## src/design/acs_pkg.sv

```systemverilog
package acs_pkg;

	// Field widths
	localparam int unsigned CP_W = 21;
	localparam int unsigned FORM_W = 16;

	// Mark buffer sizing: MAX_MARKS is clipped to the physical depth
	localparam int unsigned MAX_MARKS = 8;
	localparam int unsigned MARK_DEPTH = 8;
	localparam int unsigned MARK_CAP = (MAX_MARKS < MARK_DEPTH) ? MAX_MARKS : MARK_DEPTH;
	localparam int unsigned MIDX_W = $clog2(MARK_DEPTH);
	localparam int unsigned MCNT_W = $clog2(MARK_DEPTH + 1);
	// One item gives a letter, its marks and one more character at most
	localparam int unsigned SEQ_W = $clog2(MARK_DEPTH + 2);

	// Special characters
	localparam logic [CP_W-1:0] CH_LAM = 21'h000644;
	localparam logic [CP_W-1:0] CH_TATWEEL = 21'h000640;
	localparam logic [CP_W-1:0] CH_ALEF = 21'h000627;
	localparam logic [CP_W-1:0] CH_ALEF_MADDA = 21'h000622;
	localparam logic [CP_W-1:0] CH_ALEF_HAMZA_ABOVE = 21'h000623;
	localparam logic [CP_W-1:0] CH_ALEF_HAMZA_BELOW = 21'h000625;

	typedef struct packed {
		logic [CP_W-1:0] code_point;
		logic run_end;
	} in_item_t;

	typedef struct packed {
		logic [CP_W-1:0] shaped_point;
		logic last_of_burst;
		logic mark_dropped;
	} out_item_t;

	// Presentation forms of one letter; a zero form is absent
	typedef struct packed {
		logic hit;
		logic [FORM_W-1:0] iso;
		logic [FORM_W-1:0] fin;
		logic [FORM_W-1:0] ini;
		logic [FORM_W-1:0] med;
	} form_t;

	typedef struct packed {
		logic hit;
		logic [FORM_W-1:0] iso;
		logic [FORM_W-1:0] fin;
	} lig_t;

	typedef logic [MARK_DEPTH-1:0][CP_W-1:0] mark_arr_t;

	// Work for the back end: letter A, then mcount marks, then character B
	typedef struct packed {
		logic a_valid;
		logic [CP_W-1:0] a_cp;
		mark_arr_t marks;
		logic [MCNT_W-1:0] mcount;
		logic b_valid;
		logic [CP_W-1:0] b_cp;
		logic drop;
	} cmd_t;

	function automatic form_t mk_form(input logic [FORM_W-1:0] iso, input logic [FORM_W-1:0] fin,
		input logic [FORM_W-1:0] ini, input logic [FORM_W-1:0] med);
		form_t f;
		f.hit = 1'b1;
		f.iso = iso;
		f.fin = fin;
		f.ini = ini;
		f.med = med;
		return f;
	endfunction

	function automatic form_t form_lookup(input logic [CP_W-1:0] cp);
		form_t f;
		f = '0;
		case (cp)
			21'h000621: f = mk_form(16'hFE80, 16'h0000, 16'h0000, 16'h0000);
			21'h000622: f = mk_form(16'hFE81, 16'hFE82, 16'h0000, 16'h0000);
			21'h000623: f = mk_form(16'hFE83, 16'hFE84, 16'h0000, 16'h0000);
			21'h000624: f = mk_form(16'hFE85, 16'hFE86, 16'h0000, 16'h0000);
			21'h000625: f = mk_form(16'hFE87, 16'hFE88, 16'h0000, 16'h0000);
			21'h000626: f = mk_form(16'hFE89, 16'hFE8A, 16'hFE8B, 16'hFE8C);
			21'h000627: f = mk_form(16'hFE8D, 16'hFE8E, 16'h0000, 16'h0000);
			21'h000628: f = mk_form(16'hFE8F, 16'hFE90, 16'hFE91, 16'hFE92);
			21'h000629: f = mk_form(16'hFE93, 16'hFE94, 16'h0000, 16'h0000);
			21'h00062A: f = mk_form(16'hFE95, 16'hFE96, 16'hFE97, 16'hFE98);
			21'h00062B: f = mk_form(16'hFE99, 16'hFE9A, 16'hFE9B, 16'hFE9C);
			21'h00062C: f = mk_form(16'hFE9D, 16'hFE9E, 16'hFE9F, 16'hFEA0);
			21'h00062D: f = mk_form(16'hFEA1, 16'hFEA2, 16'hFEA3, 16'hFEA4);
			21'h00062E: f = mk_form(16'hFEA5, 16'hFEA6, 16'hFEA7, 16'hFEA8);
			21'h00062F: f = mk_form(16'hFEA9, 16'hFEAA, 16'h0000, 16'h0000);
			21'h000630: f = mk_form(16'hFEAB, 16'hFEAC, 16'h0000, 16'h0000);
			21'h000631: f = mk_form(16'hFEAD, 16'hFEAE, 16'h0000, 16'h0000);
			21'h000632: f = mk_form(16'hFEAF, 16'hFEB0, 16'h0000, 16'h0000);
			21'h000633: f = mk_form(16'hFEB1, 16'hFEB2, 16'hFEB3, 16'hFEB4);
			21'h000634: f = mk_form(16'hFEB5, 16'hFEB6, 16'hFEB7, 16'hFEB8);
			21'h000635: f = mk_form(16'hFEB9, 16'hFEBA, 16'hFEBB, 16'hFEBC);
			21'h000636: f = mk_form(16'hFEBD, 16'hFEBE, 16'hFEBF, 16'hFEC0);
			21'h000637: f = mk_form(16'hFEC1, 16'hFEC2, 16'hFEC3, 16'hFEC4);
			21'h000638: f = mk_form(16'hFEC5, 16'hFEC6, 16'hFEC7, 16'hFEC8);
			21'h000639: f = mk_form(16'hFEC9, 16'hFECA, 16'hFECB, 16'hFECC);
			21'h00063A: f = mk_form(16'hFECD, 16'hFECE, 16'hFECF, 16'hFED0);
			21'h000641: f = mk_form(16'hFED1, 16'hFED2, 16'hFED3, 16'hFED4);
			21'h000642: f = mk_form(16'hFED5, 16'hFED6, 16'hFED7, 16'hFED8);
			21'h000643: f = mk_form(16'hFED9, 16'hFEDA, 16'hFEDB, 16'hFEDC);
			21'h000644: f = mk_form(16'hFEDD, 16'hFEDE, 16'hFEDF, 16'hFEE0);
			21'h000645: f = mk_form(16'hFEE1, 16'hFEE2, 16'hFEE3, 16'hFEE4);
			21'h000646: f = mk_form(16'hFEE5, 16'hFEE6, 16'hFEE7, 16'hFEE8);
			21'h000647: f = mk_form(16'hFEE9, 16'hFEEA, 16'hFEEB, 16'hFEEC);
			21'h000648: f = mk_form(16'hFEED, 16'hFEEE, 16'h0000, 16'h0000);
			21'h000649: f = mk_form(16'hFEEF, 16'hFEF0, 16'h0000, 16'h0000);
			21'h00064A: f = mk_form(16'hFEF1, 16'hFEF2, 16'hFEF3, 16'hFEF4);
			21'h00067E: f = mk_form(16'hFB56, 16'hFB57, 16'hFB58, 16'hFB59);
			21'h000686: f = mk_form(16'hFB7A, 16'hFB7B, 16'hFB7C, 16'hFB7D);
			21'h000698: f = mk_form(16'hFB8A, 16'hFB8B, 16'h0000, 16'h0000);
			21'h0006AF: f = mk_form(16'hFB92, 16'hFB93, 16'hFB94, 16'hFB95);
			21'h0006BE: f = mk_form(16'hFBAA, 16'hFBAB, 16'hFBAC, 16'hFBAD);
			21'h0006C1: f = mk_form(16'hFBA6, 16'hFBA7, 16'hFBA8, 16'hFBA9);
			21'h0006CC: f = mk_form(16'hFBFC, 16'hFBFD, 16'hFBFE, 16'hFBFF);
			21'h0006D2: f = mk_form(16'hFBAE, 16'hFBAF, 16'h0000, 16'h0000);
			default: f = '0;
		endcase
		return f;
	endfunction

	// Lam-alef ligatures keyed by the alef variant
	function automatic lig_t lig_lookup(input logic [CP_W-1:0] cp);
		lig_t l;
		l = '0;
		case (cp)
			CH_ALEF: l = {1'b1, 16'hFEFB, 16'hFEFC};
			CH_ALEF_MADDA: l = {1'b1, 16'hFEF5, 16'hFEF6};
			CH_ALEF_HAMZA_ABOVE: l = {1'b1, 16'hFEF7, 16'hFEF8};
			CH_ALEF_HAMZA_BELOW: l = {1'b1, 16'hFEF9, 16'hFEFA};
			default: l = '0;
		endcase
		return l;
	endfunction

	// Transparent combining marks
	function automatic logic is_mark(input logic [CP_W-1:0] cp);
		return (cp >= 21'h00064B && cp <= 21'h000652) || cp == 21'h000670 ||
			(cp >= 21'h0006D6 && cp <= 21'h0006DC) || (cp >= 21'h0006DF && cp <= 21'h0006E4) ||
			(cp >= 21'h0006E7 && cp <= 21'h0006E8) || (cp >= 21'h0006EA && cp <= 21'h0006ED);
	endfunction

	// Contextual form choice; the isolated form is always present
	function automatic logic [CP_W-1:0] pick_form(input form_t f, input logic join_prev,
		input logic join_next);
		logic [FORM_W-1:0] v;
		v = f.iso;
		if (join_prev && join_next) begin
			v = (f.med != '0) ? f.med : ((f.fin != '0) ? f.fin : f.iso);
		end else if (join_prev) begin
			v = (f.fin != '0) ? f.fin : f.iso;
		end else if (join_next) begin
			v = (f.ini != '0) ? f.ini : f.iso;
		end
		return {{(CP_W-FORM_W){1'b0}}, v};
	endfunction

endpackage

```

## src/design/acs_front.sv

```systemverilog
module acs_front (
	input logic clk,
	input logic arst_n,
	input logic push,
	output logic full,
	input acs_pkg::in_item_t item,
	output logic cmd_push,
	output acs_pkg::cmd_t cmd,
	input logic cmd_full
);
	import acs_pkg::*;

	logic prev_q;
	logic pend_valid_q;
	logic pend_lam_q;
	form_t pend_form_q;
	mark_arr_t marks_q;
	logic [MCNT_W-1:0] mcount_q;
	logic drop_q;

	logic acc;
	logic [CP_W-1:0] cp;
	form_t f;
	lig_t lg;
	logic mk;
	logic jb_cp;

	logic n_prev, n_pend_valid, n_pend_lam, n_drop, append, flush, a_valid, b_valid;
	form_t n_pend_form;
	logic [CP_W-1:0] a_cp, b_cp;
	logic [MCNT_W-1:0] snap_count;
	mark_arr_t snap_marks;

	assign full = cmd_full;
	assign acc = push && !cmd_full;
	assign cp = item.code_point;
	assign f = form_lookup(cp);
	assign lg = lig_lookup(cp);
	assign mk = is_mark(cp);
	assign jb_cp = (cp == CH_TATWEEL) || (f.hit && (f.fin != '0 || f.med != '0));

	// Classify the item and work out the next state and the emit list
	always_comb begin
		n_prev = prev_q;
		n_pend_valid = pend_valid_q;
		n_pend_lam = pend_lam_q;
		n_pend_form = pend_form_q;
		n_drop = drop_q;
		append = 1'b0;
		flush = 1'b0;
		a_valid = 1'b0;
		a_cp = '0;
		b_valid = 1'b0;
		b_cp = cp;
		if (mk) begin
			if (pend_valid_q) begin
				if (mcount_q < MCNT_W'(MARK_CAP)) begin
					append = 1'b1;
				end else begin
					n_drop = 1'b1;
				end
			end else begin
				b_valid = 1'b1;
			end
		end else begin
			if (pend_valid_q) begin
				a_valid = 1'b1;
				flush = 1'b1;
				n_pend_valid = 1'b0;
				if (pend_lam_q && lg.hit) begin
					a_cp = {{(CP_W-FORM_W){1'b0}}, (prev_q ? lg.fin : lg.iso)};
					n_prev = 1'b0;
				end else begin
					a_cp = pick_form(pend_form_q, prev_q, jb_cp);
					n_prev = (pend_form_q.ini != '0) || (pend_form_q.med != '0);
				end
			end
			if (!(pend_valid_q && pend_lam_q && lg.hit)) begin
				if (f.hit) begin
					n_pend_valid = 1'b1;
					n_pend_lam = (cp == CH_LAM);
					n_pend_form = f;
				end else begin
					b_valid = 1'b1;
					n_prev = (cp == CH_TATWEEL);
				end
			end
		end
		// Run end flushes whatever is held
		if (item.run_end) begin
			if (n_pend_valid) begin
				if (mk) begin
					a_valid = 1'b1;
					a_cp = pick_form(pend_form_q, prev_q, 1'b0);
					flush = 1'b1;
				end else begin
					b_valid = 1'b1;
					b_cp = pick_form(f, n_prev, 1'b0);
				end
			end
			n_pend_valid = 1'b0;
			n_prev = 1'b0;
		end
	end

	// Snapshot of the mark buffer including a mark taken this cycle
	always_comb begin
		snap_marks = marks_q;
		if (append) begin
			snap_marks[mcount_q[MIDX_W-1:0]] = cp;
		end
		snap_count = mcount_q + MCNT_W'(append);
	end

	assign cmd_push = acc && (a_valid || b_valid);
	always_comb begin
		cmd.a_valid = a_valid;
		cmd.a_cp = a_cp;
		cmd.marks = snap_marks;
		cmd.mcount = flush ? snap_count : '0;
		cmd.b_valid = b_valid;
		cmd.b_cp = b_cp;
		cmd.drop = n_drop;
	end

	// Shaping state
	always_ff @(posedge clk or negedge arst_n) begin
		if (!arst_n) begin
			prev_q <= 1'b0;
			pend_valid_q <= 1'b0;
			pend_lam_q <= 1'b0;
			mcount_q <= '0;
			drop_q <= 1'b0;
		end else if (acc) begin
			prev_q <= n_prev;
			pend_valid_q <= n_pend_valid;
			pend_lam_q <= n_pend_lam;
			mcount_q <= (flush || item.run_end) ? '0 : snap_count;
			drop_q <= (a_valid || b_valid) ? 1'b0 : n_drop;
		end
	end

	// Payload: held letter forms and buffered marks
	always_ff @(posedge clk) begin
		if (acc) begin
			pend_form_q <= n_pend_form;
			marks_q <= snap_marks;
		end
	end

endmodule

```

## src/design/acs_cmd_queue.sv

```systemverilog
module acs_cmd_queue (
	input logic clk,
	input logic arst_n,
	input logic wr,
	input acs_pkg::cmd_t wdata,
	output logic full,
	output logic valid,
	output acs_pkg::cmd_t rdata,
	input logic rd
);
	import acs_pkg::*;

	cmd_t ent_q [2];
	logic wp_q, rp_q;
	logic [1:0] cnt_q;

	assign full = (cnt_q == 2'd2);
	assign valid = (cnt_q != 2'd0);
	assign rdata = ent_q[rp_q];

	// Two-entry queue between classification and emission
	always_ff @(posedge clk or negedge arst_n) begin
		if (!arst_n) begin
			wp_q <= 1'b0;
			rp_q <= 1'b0;
			cnt_q <= '0;
		end else begin
			if (wr && !full) wp_q <= !wp_q;
			if (rd && valid) rp_q <= !rp_q;
			cnt_q <= cnt_q + 2'(wr && !full) - 2'(rd && valid);
		end
	end

	always_ff @(posedge clk) begin
		if (wr && !full) ent_q[wp_q] <= wdata;
	end

endmodule

```

## src/design/acs_back.sv

```systemverilog
module acs_back (
	input logic clk,
	input logic arst_n,
	input logic cmd_valid,
	input acs_pkg::cmd_t cmd,
	output logic cmd_pop,
	output logic empty,
	input logic pop,
	output acs_pkg::out_item_t result
);
	import acs_pkg::*;

	logic [SEQ_W-1:0] k_q;
	logic [SEQ_W-1:0] a_off, j, total;
	logic last, emit, ofull;
	logic [CP_W-1:0] sel_cp;
	out_item_t wr_item;

	out_item_t ent_q [2];
	logic wp_q, rp_q;
	logic [1:0] cnt_q;

	// Pick the element of the burst at position k
	always_comb begin
		a_off = SEQ_W'(cmd.a_valid);
		j = k_q - a_off;
		total = a_off + SEQ_W'(cmd.mcount) + SEQ_W'(cmd.b_valid);
		last = (k_q == total - SEQ_W'(1));
		if (cmd.a_valid && k_q == '0) begin
			sel_cp = cmd.a_cp;
		end else if (j < SEQ_W'(cmd.mcount)) begin
			sel_cp = cmd.marks[j[MIDX_W-1:0]];
		end else begin
			sel_cp = cmd.b_cp;
		end
		wr_item.shaped_point = sel_cp;
		wr_item.last_of_burst = last;
		wr_item.mark_dropped = cmd.drop;
	end

	assign ofull = (cnt_q == 2'd2);
	assign emit = cmd_valid && !ofull;
	assign cmd_pop = emit && last;

	// Burst position
	always_ff @(posedge clk or negedge arst_n) begin
		if (!arst_n) begin
			k_q <= '0;
		end else if (emit) begin
			k_q <= last ? '0 : k_q + SEQ_W'(1);
		end
	end

	// Result queue: keeps emission going while the consumer stalls
	assign empty = (cnt_q == 2'd0);
	assign result = ent_q[rp_q];

	always_ff @(posedge clk or negedge arst_n) begin
		if (!arst_n) begin
			wp_q <= 1'b0;
			rp_q <= 1'b0;
			cnt_q <= '0;
		end else begin
			if (emit) wp_q <= !wp_q;
			if (pop && !empty) rp_q <= !rp_q;
			cnt_q <= cnt_q + 2'(emit) - 2'(pop && !empty);
		end
	end

	always_ff @(posedge clk) begin
		if (emit) ent_q[wp_q] <= wr_item;
	end

endmodule

```

## src/design/arabic_contextual_shaper_core.sv

```systemverilog
// Arabic contextual shaper. Code points of one right-to-left run go in, in
// logical order, through push/full; shaped code points come out through
// empty/pop, with last_of_burst on the final result of each item and
// mark_dropped on every result of a burst after a mark overflow. An item is
// taken each cycle while the two-entry command queue has room; the emitter
// then writes the results of each item one by one into the result queue, and
// an item gives 0 to 10 results (about 1 to 2 per character for ordinary
// text). A held letter appears only once the next non-mark arrives or the
// run ends.
module arabic_contextual_shaper_core (
	input logic clk,
	input logic arst_n,
	input logic push,
	output logic full,
	input acs_pkg::in_item_t item,
	output logic empty,
	input logic pop,
	output acs_pkg::out_item_t result
);
	import acs_pkg::*;

	logic cmd_push, cmd_full, cmd_valid, cmd_pop;
	cmd_t cmd_in, cmd_out;

	// Front end: classification and shaping state
	acs_front u_front (
		.clk(clk),
		.arst_n(arst_n),
		.push(push),
		.full(full),
		.item(item),
		.cmd_push(cmd_push),
		.cmd(cmd_in),
		.cmd_full(cmd_full)
	);

	acs_cmd_queue u_queue (
		.clk(clk),
		.arst_n(arst_n),
		.wr(cmd_push),
		.wdata(cmd_in),
		.full(cmd_full),
		.valid(cmd_valid),
		.rdata(cmd_out),
		.rd(cmd_pop)
	);

	// Back end: serialises each burst
	acs_back u_back (
		.clk(clk),
		.arst_n(arst_n),
		.cmd_valid(cmd_valid),
		.cmd(cmd_out),
		.cmd_pop(cmd_pop),
		.empty(empty),
		.pop(pop),
		.result(result)
	);

endmodule

```

## config.mk

```make
export PLATFORM = sky130hd
export DESIGN_NAME = arabic_contextual_shaper_core
export DESIGN_NICKNAME = d
export VERILOG_FILES = /design/src/design/acs_pkg.sv /design/src/design/acs_front.sv /design/src/design/acs_cmd_queue.sv /design/src/design/acs_back.sv /design/src/design/arabic_contextual_shaper_core.sv
export SDC_FILE = /design/constraint.sdc
export NUM_CORES = 1
export LEC_CHECK = 0
export BUFFER_PORTS_ARGS = -buffer_cell sky130_fd_sc_hd__buf_2
export CORE_MARGIN = 4
export CORE_UTILIZATION = 50
export CTS_BUF_LIST = sky130_fd_sc_hd__clkbuf_4
export CTS_CLUSTER_SIZE = 28
export DETAILED_ROUTE_END_ITERATION = 10
export PLACE_DENSITY = 0.71
export SLEW_MARGIN = 30
export SYNTH_ARGS = -nofsm -noshare
export SYNTH_HDL_FRONTEND = slang
export SYNTH_HIERARCHICAL = 1
export SYNTH_SLANG_ARGS = --single-unit
```

## constraint.sdc

```tcl
create_clock -name clk -period 11.8 [get_ports clk]
set_clock_uncertainty 0.05 [all_clocks]
set_input_delay 1.18 -clock clk [delete_from_list [all_inputs] [get_ports clk]]
set_output_delay 1.18 -clock clk [all_outputs]
set_load 0.03 [all_outputs]
```

# Word-level counts from Yosys, hierarchy flattened
# Memories as Yosys holds them, arrays and structs flattened.
# Cells that the tools add are included.
# word_totals
n_memories	2
register_bits	252
ram_bits	480
rom_bits	0
latchBits	0
in_bits	26
# classes
n_mul	0
bitwise	2
eq_ne	49
add_sub_neg	10
mux	65
reduce_logical	45
n_div	0
order_cmp	15
n_shift	0
# memory_table
memory	words	width	read_ports	rd_ports_with_merged_regs	wr	line_no	rtl
u_queue.ent_q	2	217	1	0	1	acs_cmd_queue.sv:13	cmd_t ent_q [2];
u_back.ent_q	2	23	1	0	1	acs_back.sv:19	out_item_t ent_q [2];
# ops
cell	count
65-bit one-hot mux with 44 select lines	1
21-bit by 11-bit equality test with 1-bit output (second input constant)	46
21-bit two-way mux	12
16-bit two-way mux	11
168-bit bitwise mux	1
168-bit two-way mux	1
33-bit one-hot mux with 4 select lines	1
21-bit by 11-bit >= comparator with 1-bit output (second input constant)	5
21-bit by 11-bit less-or-equal comparator with 1-bit output (second input constant)	5
16-bit nonzero test	5
21-bit binary-select mux with 3-bit select	1
21-bit demux with 3-bit select	1
1-bit two-way mux	33
1-bit logical AND	19
4-bit two-way mux	3
1-bit logical OR	10
4-bit by 1-bit adder with 4-bit output	2
3-bit by 4-bit less-than comparator with 1-bit output (second input constant)	2
1-bit zero test	7
1-bit by 4-bit adder with 4-bit output	1
2-bit by 1-bit adder with 2-bit output	2
4-bit by 1-bit adder with 4-bit output (second input constant)	1
2-bit equality test (second input constant)	2
4-bit equality test	1
other kinds (11)	13

# Longest topological paths before layout
# Gate-level depths: netlist (run 1).
# logic_depth
ltp_word	16
depth_mapped	18

# Modules after synthesis
# Netlist (run 1), hierarchy kept.
# by_module_without_submodules
mod	seq_area_each_um2	cells_per_inst	area_per_inst_um2	instances
acs_cmd_queue	13132.6	695	16296.9	1
acs_front	6236.0	1024	11298.3	1
acs_back	1581.5	305	4222.8	1

# Worst setup path after synthesis (run 1)
# No wires, ideal clock.
# synth_path
path_type	in2reg
startpoint	input port item[14] (netlist bit)
endpoint	memory u_queue/ent_q[0][0] (netlist bit), enable pin
t_arrival_ns	12.697
stages	11
required_time_ns	10.952
slack_ns	-1.745
path_cell_list	or4_1 -> clkbuf_1 -> or3_1 -> clkbuf_1 -> o22a_1 -> nor4_1 -> buf_2 -> nand2_1 -> a31oi_1 -> nand2_1 -> nor2_1
# synth_between
elab_chain_cells	16
elab_cells_between_ends	86
classes_between	10 x order compare; 45 x eq/ne; 17 x mux; 14 x reduce/logical
# synth_rtl
item	line_no	rtl
from (decl)	arabic_contextual_shaper_core.sv:15	input acs_pkg::in_item_t item,
21-bit by 11-bit >= comparator with 1-bit output / 21-bit by 11-bit less-or-equal comparator with 1-bit output (equally long branches)	acs_pkg.sv:143	return (cp >= 21'h00064B && cp <= 21'h000652) || cp == 21'h000670 ||
1-bit logical AND	acs_pkg.sv:143	
1-bit logical OR (2 in series)	acs_pkg.sv:143	
1-bit logical OR (2 in series)	acs_pkg.sv:144	(cp >= 21'h0006D6 && cp <= 21'h0006DC) || (cp >= 21'h0006DF && cp <= 21'h0006E4) ||
1-bit logical OR	acs_pkg.sv:145	(cp >= 21'h0006E7 && cp <= 21'h0006E8) || (cp >= 21'h0006EA && cp <= 21'h0006ED);
1-bit two-way mux	acs_front.sv:55	if (mk) begin
1-bit two-way mux	acs_front.sv:92	if (mk) begin
1-bit two-way mux	acs_front.sv:91	if (n_pend_valid) begin
1-bit two-way mux	acs_front.sv:90	if (item.run_end) begin
1-bit logical OR (*)	acs_front.sv:115	assign cmd_push = acc && (a_valid || b_valid);
1-bit logical AND (*)	acs_front.sv:115	
named net cmd_push	arabic_contextual_shaper_core.sv:22	logic cmd_push, cmd_full, cmd_valid, cmd_pop;
1-bit logical AND (*)	acs_cmd_queue.sv:35	if (wr && !full) ent_q[wp_q] <= wdata;
1-bit two-way mux (*)	acs_cmd_queue.sv:35	
1-bit two-way mux (implied by the code) (*)	acs_cmd_queue.sv:35	
to (decl)	acs_cmd_queue.sv:13	
# The timed path passes the listed nets; every way through them passes the cells marked *.

# Worst setup path in the final report (run 1)
# layout_path
startpoint	input port item[4] (netlist bit)
endpoint	memory u_queue/ent_q[0][71] (netlist bit), enable pin
# The elaborated chain is that of the path after synthesis.

==> flow_metrics.py, run 1 <==
metrics = {
    "sta": {
        "relSlewSlack": 0.3351,
        "tns_ns": 0,
        "final.period_utilization": 0.4798,
        "slew_violations": 0,
        "period_needed_ns": 5.662,
        "final-setup-viol-count": 0,
        "rsz0062_at_grt": "false",
        "hold_viol": 0,
        "worst_pin_slew_ns": 0.9973,
        "fmax_mhz": 176.6,
    },
    "cts": {
        "cts_hold_buf": 0,
        "clk_latency_ns": 0.95,
        "cts_tree": "done",
        "cts_sinks": 701,
        "cts_root_buffer": "clkbuf_4",
        "clockBufferDepth": 3,
        "cts_made_buffers": 176,
        "cts_setup_buffers": 0,
        "h-tree-depth": 4,
        "clkTransAtPathRegs_ns": 0.07,
        "cts_resized": 0,
    },
    "outcome": {
        "status": "completed",
    },
    "pwr": {
        "power_density_mw_per_mm2": 258.4,
        "ir_worst_vdd_mv": 0.1926,
        "p_leak_nw": 12.34,
    },
    "worst_setup_path": {
        "cp_slowest_cell": "buf_4",
        "crit_chain": "buf_2 > nand2b_1 > mux2i_1 > a211oi_1 > o32ai_2 > or3_1 > nand2b_1 > a31oi_1 > nand2_1 > nor2_4 > buf_4 > buf_4",
        "start_kind": "input pin",
        "critical_path_arrival_ns": 6.16,
        "r2r_slack_ns": 7.11,
        "r2r-start": "u_queue/rp_q$_DFFE_PN0P_",
        "end_kind": "flip-flop",
        "crit_type": "in -> reg",
        "rr_endpoint": "u_back/ent_q[0][22]$_DFFE_PP_",
        "cp_max_fo": 66,
        "worstPathRequired_ns": 12.29,
        "r2r_cells": 12,
        "max_stage_delay_ns": 0.85,
    },
    "route": {
        "via_count": 18190,
        "postRouteAntennaNets": 0,
        "vias_per_cell": 5.820,
        "drc": 0,
        "first_iter_violations": 1797,
        "dr.pass1.iters": 5,
        "detail_route.wirelength_mm": 71.85,
        "wire_per_inst_um": 22.99,
    },
    "run": {
        "maxCapViolCount": 0,
    },
    "placed_design": {
        "port_buffers": 50,
        "routabilityCongestion": 0.9318,
        "placedCellCount": 2820,
        "hpwl_mm": 44.29,
    },
    "synthesis": {
        "synthTopCellsByArea": "edfxtp_1 64%, mux2_2 6.5%, mux2_4 4.7%, mux4_2 3.0%, dfrtp_1 1.6%",
        "synth_top_flop_cell": "edfxtp_1",
        "synth_top_cell_area_share": 0.6427,
        "synth_area_per_cell_um2": 15.72,
        "yosys_warnings": 6,
        "yosysMostFrequentCell": "edfxtp_1",
        "synth-edff-count": 681,
        "ys_seq_area_frac": 0.6584,
        "synth.cell_area_mm2": 0.03182,
        "synthCells": 2024,
        "async_flop_share": 0.02853,
        "synth_largest_area_cell": "edfxtp_1",
        "ys_seq_elements": 701,
        "synth_common_cells": "681 x edfxtp_1, 183 x mux2_2, 100 x mux2_4",
        "synth_cell_type_count": 93,
    },
    "hold_path": {
        "hold_path_class": "in -> async",
    },
    "die": {
        "fp.dieH_um": 260.3,
        "die_w_um": 260.3,
        "num_rows": 92,
        "pin_count": 51,
        "initial_core_util": 0.5044,
        "die_area_mm2": 0.06774,
        "core_mm2": 0.06308,
    },
    "grt": {
        "grt_pass1_vias": 18390,
        "grt_first_pass_wirelength_mm": 108.6,
        "grt_max_degree": 125,
        "grt.overflow.total": 0,
        "grt_use_total": 0.2106,
        "antenna_found_initial": 5,
    },
    "layout": {
        "nNetsFinal": 2196,
        "synthToLayoutAreaGrowth_pct": 10.01,
        "drive_above_1_share": 0.3341,
        "finalNonFillerCells": 3125,
    },
}
-- per-stage QoR --
stage | cell area (um2) | total power, mW | hold WS [ns] | util | setup slack (ns)
CTS | 34990 | 9.142 | 0.04877 | 0.5547 | 6.348
global placement | 32710 | 7.018 | 0.4294 | 0.5186 | 5.384
floorplan | 31840 | 6.364 | 0.4104 | - | 1.929
global route | 35000 | 9.537 | 0.1063 | 0.5548 | 5.894
finish | 35000 | 9.045 | 0.1618 | 0.5549 | 6.138
detailed placement | 32770 | 7.108 | 0.4388 | 0.5194 | 5.325
-- worst max-delay path by stage --
| stage | from | end | slack [ns] | cells past startpoint |
|---|---|---|---|---|
| final | item[4] | u_queue/ent_q[0][71]$_DFFE_PP_ | 6.14 | 12 |
| after global routing | item[3] | u_queue/ent_q[0][71]$_DFFE_PP_ | 5.89 | 13 |
| after CTS | item[4] | u_queue/ent_q[0][71]$_DFFE_PP_ | 6.35 | 12 |
| after detailed placement | item[4] | u_queue/ent_q[0][155]$_DFFE_PP_ | 5.32 | 12 |
| after global placement | item[3] | u_queue/ent_q[0][151]$_DFFE_PP_ | 5.38 | 13 |
| after floorplan | item[14] | u_queue/ent_q[0][0]$_DFFE_PP_ | 1.93 | 11 |
-- cell usage in the layout, fill, tap and decap left out, drive strengths merged, types with 20 or more instances in the layout --
| master | synthesis | layout |
|---|---|---|
| nor2 | 68 | 68 |
| nand2b | 33 | 33 |
| dfrtp | 20 | 20 |
| buf | 73 | 88 |
| edfxtp | 681 | 681 |
| o21ai | 58 | 58 |
| nor2b | 52 | 52 |
| clkinv | 0 | 44 |
| o221ai | 22 | 22 |
| nand2 | 91 | 91 |
| clkbuf | 69 | 248 |
| mux2i | 23 | 23 |
| nor3 | 30 | 30 |
| mux4 | 42 | 42 |
| nand3 | 29 | 29 |
| a21oi | 55 | 55 |
| inv | 60 | 63 |
| mux2 | 299 | 299 |
| and2 | 53 | 53 |
-- final cells by class --
type	instances	area, um2
fill	5071	28080
sequential	701	20960
tap	846	1059
timing repair buffer	88	580.6
clock buffer	248	1862
antenna	4	10.01
inverter	60	230.2
multi-input combinational	1125	9946
clock inverter	53	361.6
-- routing by layer --
layer  global-route usage  vias to the layer above  wire, um  share of wire
met5                    0                        -         0              0
met4              0.07872                        0      2142          0.030
met3              0.04939                      170      5116          0.071
met2               0.3252                      719     33560           0.47
met1               0.2940                     9083     31030           0.43
li1                     -                     8215         -              -
-- state kept, by name, summed over array words and instances, names as in the netlist, 2 cells and up --
register,count
u_back/cnt_q,2
u_back/ent_q,46
u_back/k_q,4
u_front/marks_q,168
u_front/mcount_q,4
u_front/pend_form_q,33
u_queue/cnt_q,2
u_queue/ent_q,434
-- logic make-up after synthesis --
logic type / after synthesis / share of synthesized area
simple gates: 455 / 0.07963
fa+ha+maj: 18 / 0.007314
flops: 701 / 0.6584
xor+xnor: 19 / 0.006764
other cells: 1 / 0.0001179
mux: 364 / 0.1546
compound gates: 264 / 0.06032
buf+inv: 202 / 0.03284
-- report_power, final --
part / switching [mW] / total (mW) / leakage, nW / internal, mW
clock network: 0.942 / 2.00 / 1.31 / 1.06
logic: 1.83 / 3.14 / 4.48 / 1.31
registers: 0.201 / 3.90 / 6.55 / 3.70
-- critical path, delay by kind of cell --
kind	cells	cell delay [ns]
buffers and inverters	3	2.06
and+or+nand+nor	5	1.49
AOI/OAI and AO/OA	3	1.12
muxes	1	0.18
(Power assumes the default switching activity.)
==> run 2, diff against run 1 <==
- clock period: 11.8 -> 4.94 ns (I/O delays scaled with it)
==> flow_metrics.py, run 2 (synthesis gave the netlist of run 1 again) <==
metrics = {
    "outcome": {
        "status": "completed",
    },
    "layout": {
        "finalNonFillerCells": 3194,
        "regMostFlops": "u_queue/ent_q",
        "synthToLayoutAreaGrowth_pct": 12.33,
        "drive_above_1_share": 0.3447,
        "multiInputGateArea_mm2": 0.009970,
        "reg_top3": "u_queue/ent_q (434), u_front/marks_q (168), u_back/ent_q (46)",
        "nNetsFinal": 2263,
        "layout_common_cells": "681 x edfxtp_1, 244 x clkbuf_4, 183 x mux2_2, 100 x mux2_4, 88 x nand2_1",
        "regArea_mm2": 0.02096,
        "n_fill_cell": 4936,
        "largest_reg_flops": 434,
        "final_common_cell": "edfxtp_1",
    },
    "pwr": {
        "power_frac_comb": 0.362,
        "netSwitchingPower_mw": 7.156,
        "intPower_mw": 14.56,
        "p_leak_nw": 12.70,
        "power_density_mw_per_mm2": 607.7,
        "sequentialPowerShare": 0.426,
        "swShare": 0.3295,
        "ir_worst_vdd_mv": 0.5388,
        "clock_power_share": 0.213,
        "finalPower_mw": 21.72,
    },
    "sta": {
        "period_needed_ns": 4.061,
        "hold_viol": 0,
        "worst_pin_slew_ns": 0.8271,
        "rsz0062_at_grt": "false",
        "slew_violations": 0,
        "relSlewSlack": 0.4440,
        "final-setup-viol-count": 0,
        "fmax_mhz": 246.2,
        "final.period_utilization": 0.8222,
    },
    "worst_setup_path": {
        "r2r-start": "u_queue/rp_q$_DFFE_PN0P_",
        "start_kind": "input pin",
        "end_kind": "flip-flop",
        "cp_max_fo": 14,
        "r2r_slack_ns": 0.95,
        "worstPathRequired_ns": 5.61,
        "crit_type": "in -> reg",
        "r2r_cells": 14,
        "rr_endpoint": "u_queue/cnt_q[1]$_DFF_PN0_",
        "critical_path_arrival_ns": 4.74,
    },
    "cts": {
        "clk_latency_ns": 1.02,
        "cts_sinks": 701,
        "clockBufferDepth": 3,
        "cts_hold_buf": 20,
        "h-tree-depth": 4,
        "cts_root_buffer": "clkbuf_4",
        "clkTransAtPathRegs_ns": 0.06,
        "cts_tree": "done",
        "cts_setup_buffers": 0,
        "cts_made_buffers": 174,
        "cts_resized": 0,
    },
    "route": {
        "detail_route.wirelength_mm": 71.62,
        "vias_per_cell": 5.783,
        "drc": 0,
        "first_iter_violations": 1840,
        "postRouteAntennaNets": 0,
        "via_count": 18470,
        "wire_per_inst_um": 22.42,
        "dr.pass1.iters": 6,
    },
    "grt": {
        "grt_max_degree": 137,
        "grt_use_total": 0.2107,
        "antenna_found_initial": 1,
        "grt_first_pass_wirelength_mm": 109.4,
        "grt_pass1_vias": 18880,
        "grt.overflow.total": 0,
    },
    "placed_design": {
        "hpwl_mm": 45.53,
        "placedCellCount": 2868,
        "port_buffers": 50,
        "routabilityCongestion": 0.9688,
    },
    "die": {
        "core_mm2": 0.06308,
        "pin_count": 51,
        "fp.dieH_um": 260.3,
        "num_rows": 92,
        "die_w_um": 260.3,
        "die_area_mm2": 0.06774,
        "initial_core_util": 0.5044,
    },
    "hold_path": {
        "worstHoldEndpoint": "u_queue/ent_q[1][115]$_DFFE_PP_",
        "hold_path_class": "in -> reg",
        "holdPathStages": 2,
        "hp-start": "item[5]",
    },
    "run": {
        "maxCapViolCount": 0,
    },
}
-- run 2: cell count changes in the layout (fill, tap and decap cells not counted), sizes merged --
cell,delta
dlygate4sd3,+19
clkinv,+5
buf,+50
bufinv,-2
clkinvlp,+1
clkbuf,-4
-- run 2: how the worst max path moves through the flow --
stage,from,to,depth (start not counted)
floorplan,item[18],u_queue/ent_q[0][0]$_DFFE_PP_,12
global placement,item[3],u_queue/ent_q[0][48]$_DFFE_PP_,12
detailed placement,item[3],u_queue/ent_q[0][174]$_DFFE_PP_,12
CTS,u_queue/rp_q$_DFFE_PN0P_,u_queue/cnt_q[1]$_DFF_PN0_,14
global route,u_queue/rp_q$_DFFE_PN0P_,u_queue/cnt_q[1]$_DFF_PN0_,14
finish,item[14],u_front/marks_q[103]$_DFFE_PP_,11
-- run 2: per-stage QoR --
step	worst slack, ns	instance area (um2)	hold slack (ns)	util	setup TNS, ns
6_report	0.8786	35740	0.1239	0.5666	0
2_1_floorplan	-1.483	31930	0.1484	-	-511.34
3_3_place_gp	0.5457	33310	0.4290	0.5281	0
5_1_grt	0.6686	35740	0.07903	0.5665	0
3_5_place_dp	0.4284	33350	0.4395	0.5287	0
4_1_cts	0.9333	35700	0.02806	0.5660	0
-- run 2: metal layers --
metal / up-vias / track usage / routed length, um
met2: 707 / 0.3360 / 34530
met1: 9297 / 0.2874 / 30790
met3: 139 / 0.04668 / 4537
li1: 8327 / - / -
met4: 0 / 0.07679 / 1770
met5: - / 0 / 0
-- run 2: critical path, cell delays in order --
cell           delay (ns)
dlygate4sd3_1        0.56
buf_2                0.14
or4_4                0.62
or4_1                0.56
nor4_1               0.38
o22a_1               0.23
nor4_2               0.11
or4_4                0.51
nor3b_4              0.62
buf_4                0.37
nor2b_1              0.12
-- run 2: area by class of cell --
class	instances	area share
flip-flops and latches	701	0.5863
multi-input cells	1125	0.2789
clock buffers	244	0.05125
repair buffers	157	0.03858
well taps	846	0.02962
clock inverters	57	0.008647
inverters	60	0.006406
diodes	4	0.0002801
-- run 2: power groups by stage --
stage | clock network, mW | registers (mW) | logic, mW
finish | 4.62 | 9.24 | 7.86
global route | 5.11 | 9.37 | 8.36
CTS | 4.78 | 9.25 | 7.90
detailed placement | 0 | 9.37 | 7.84
global placement | 0 | 9.29 | 7.66
floorplan | 0 | 9.32 | 5.77
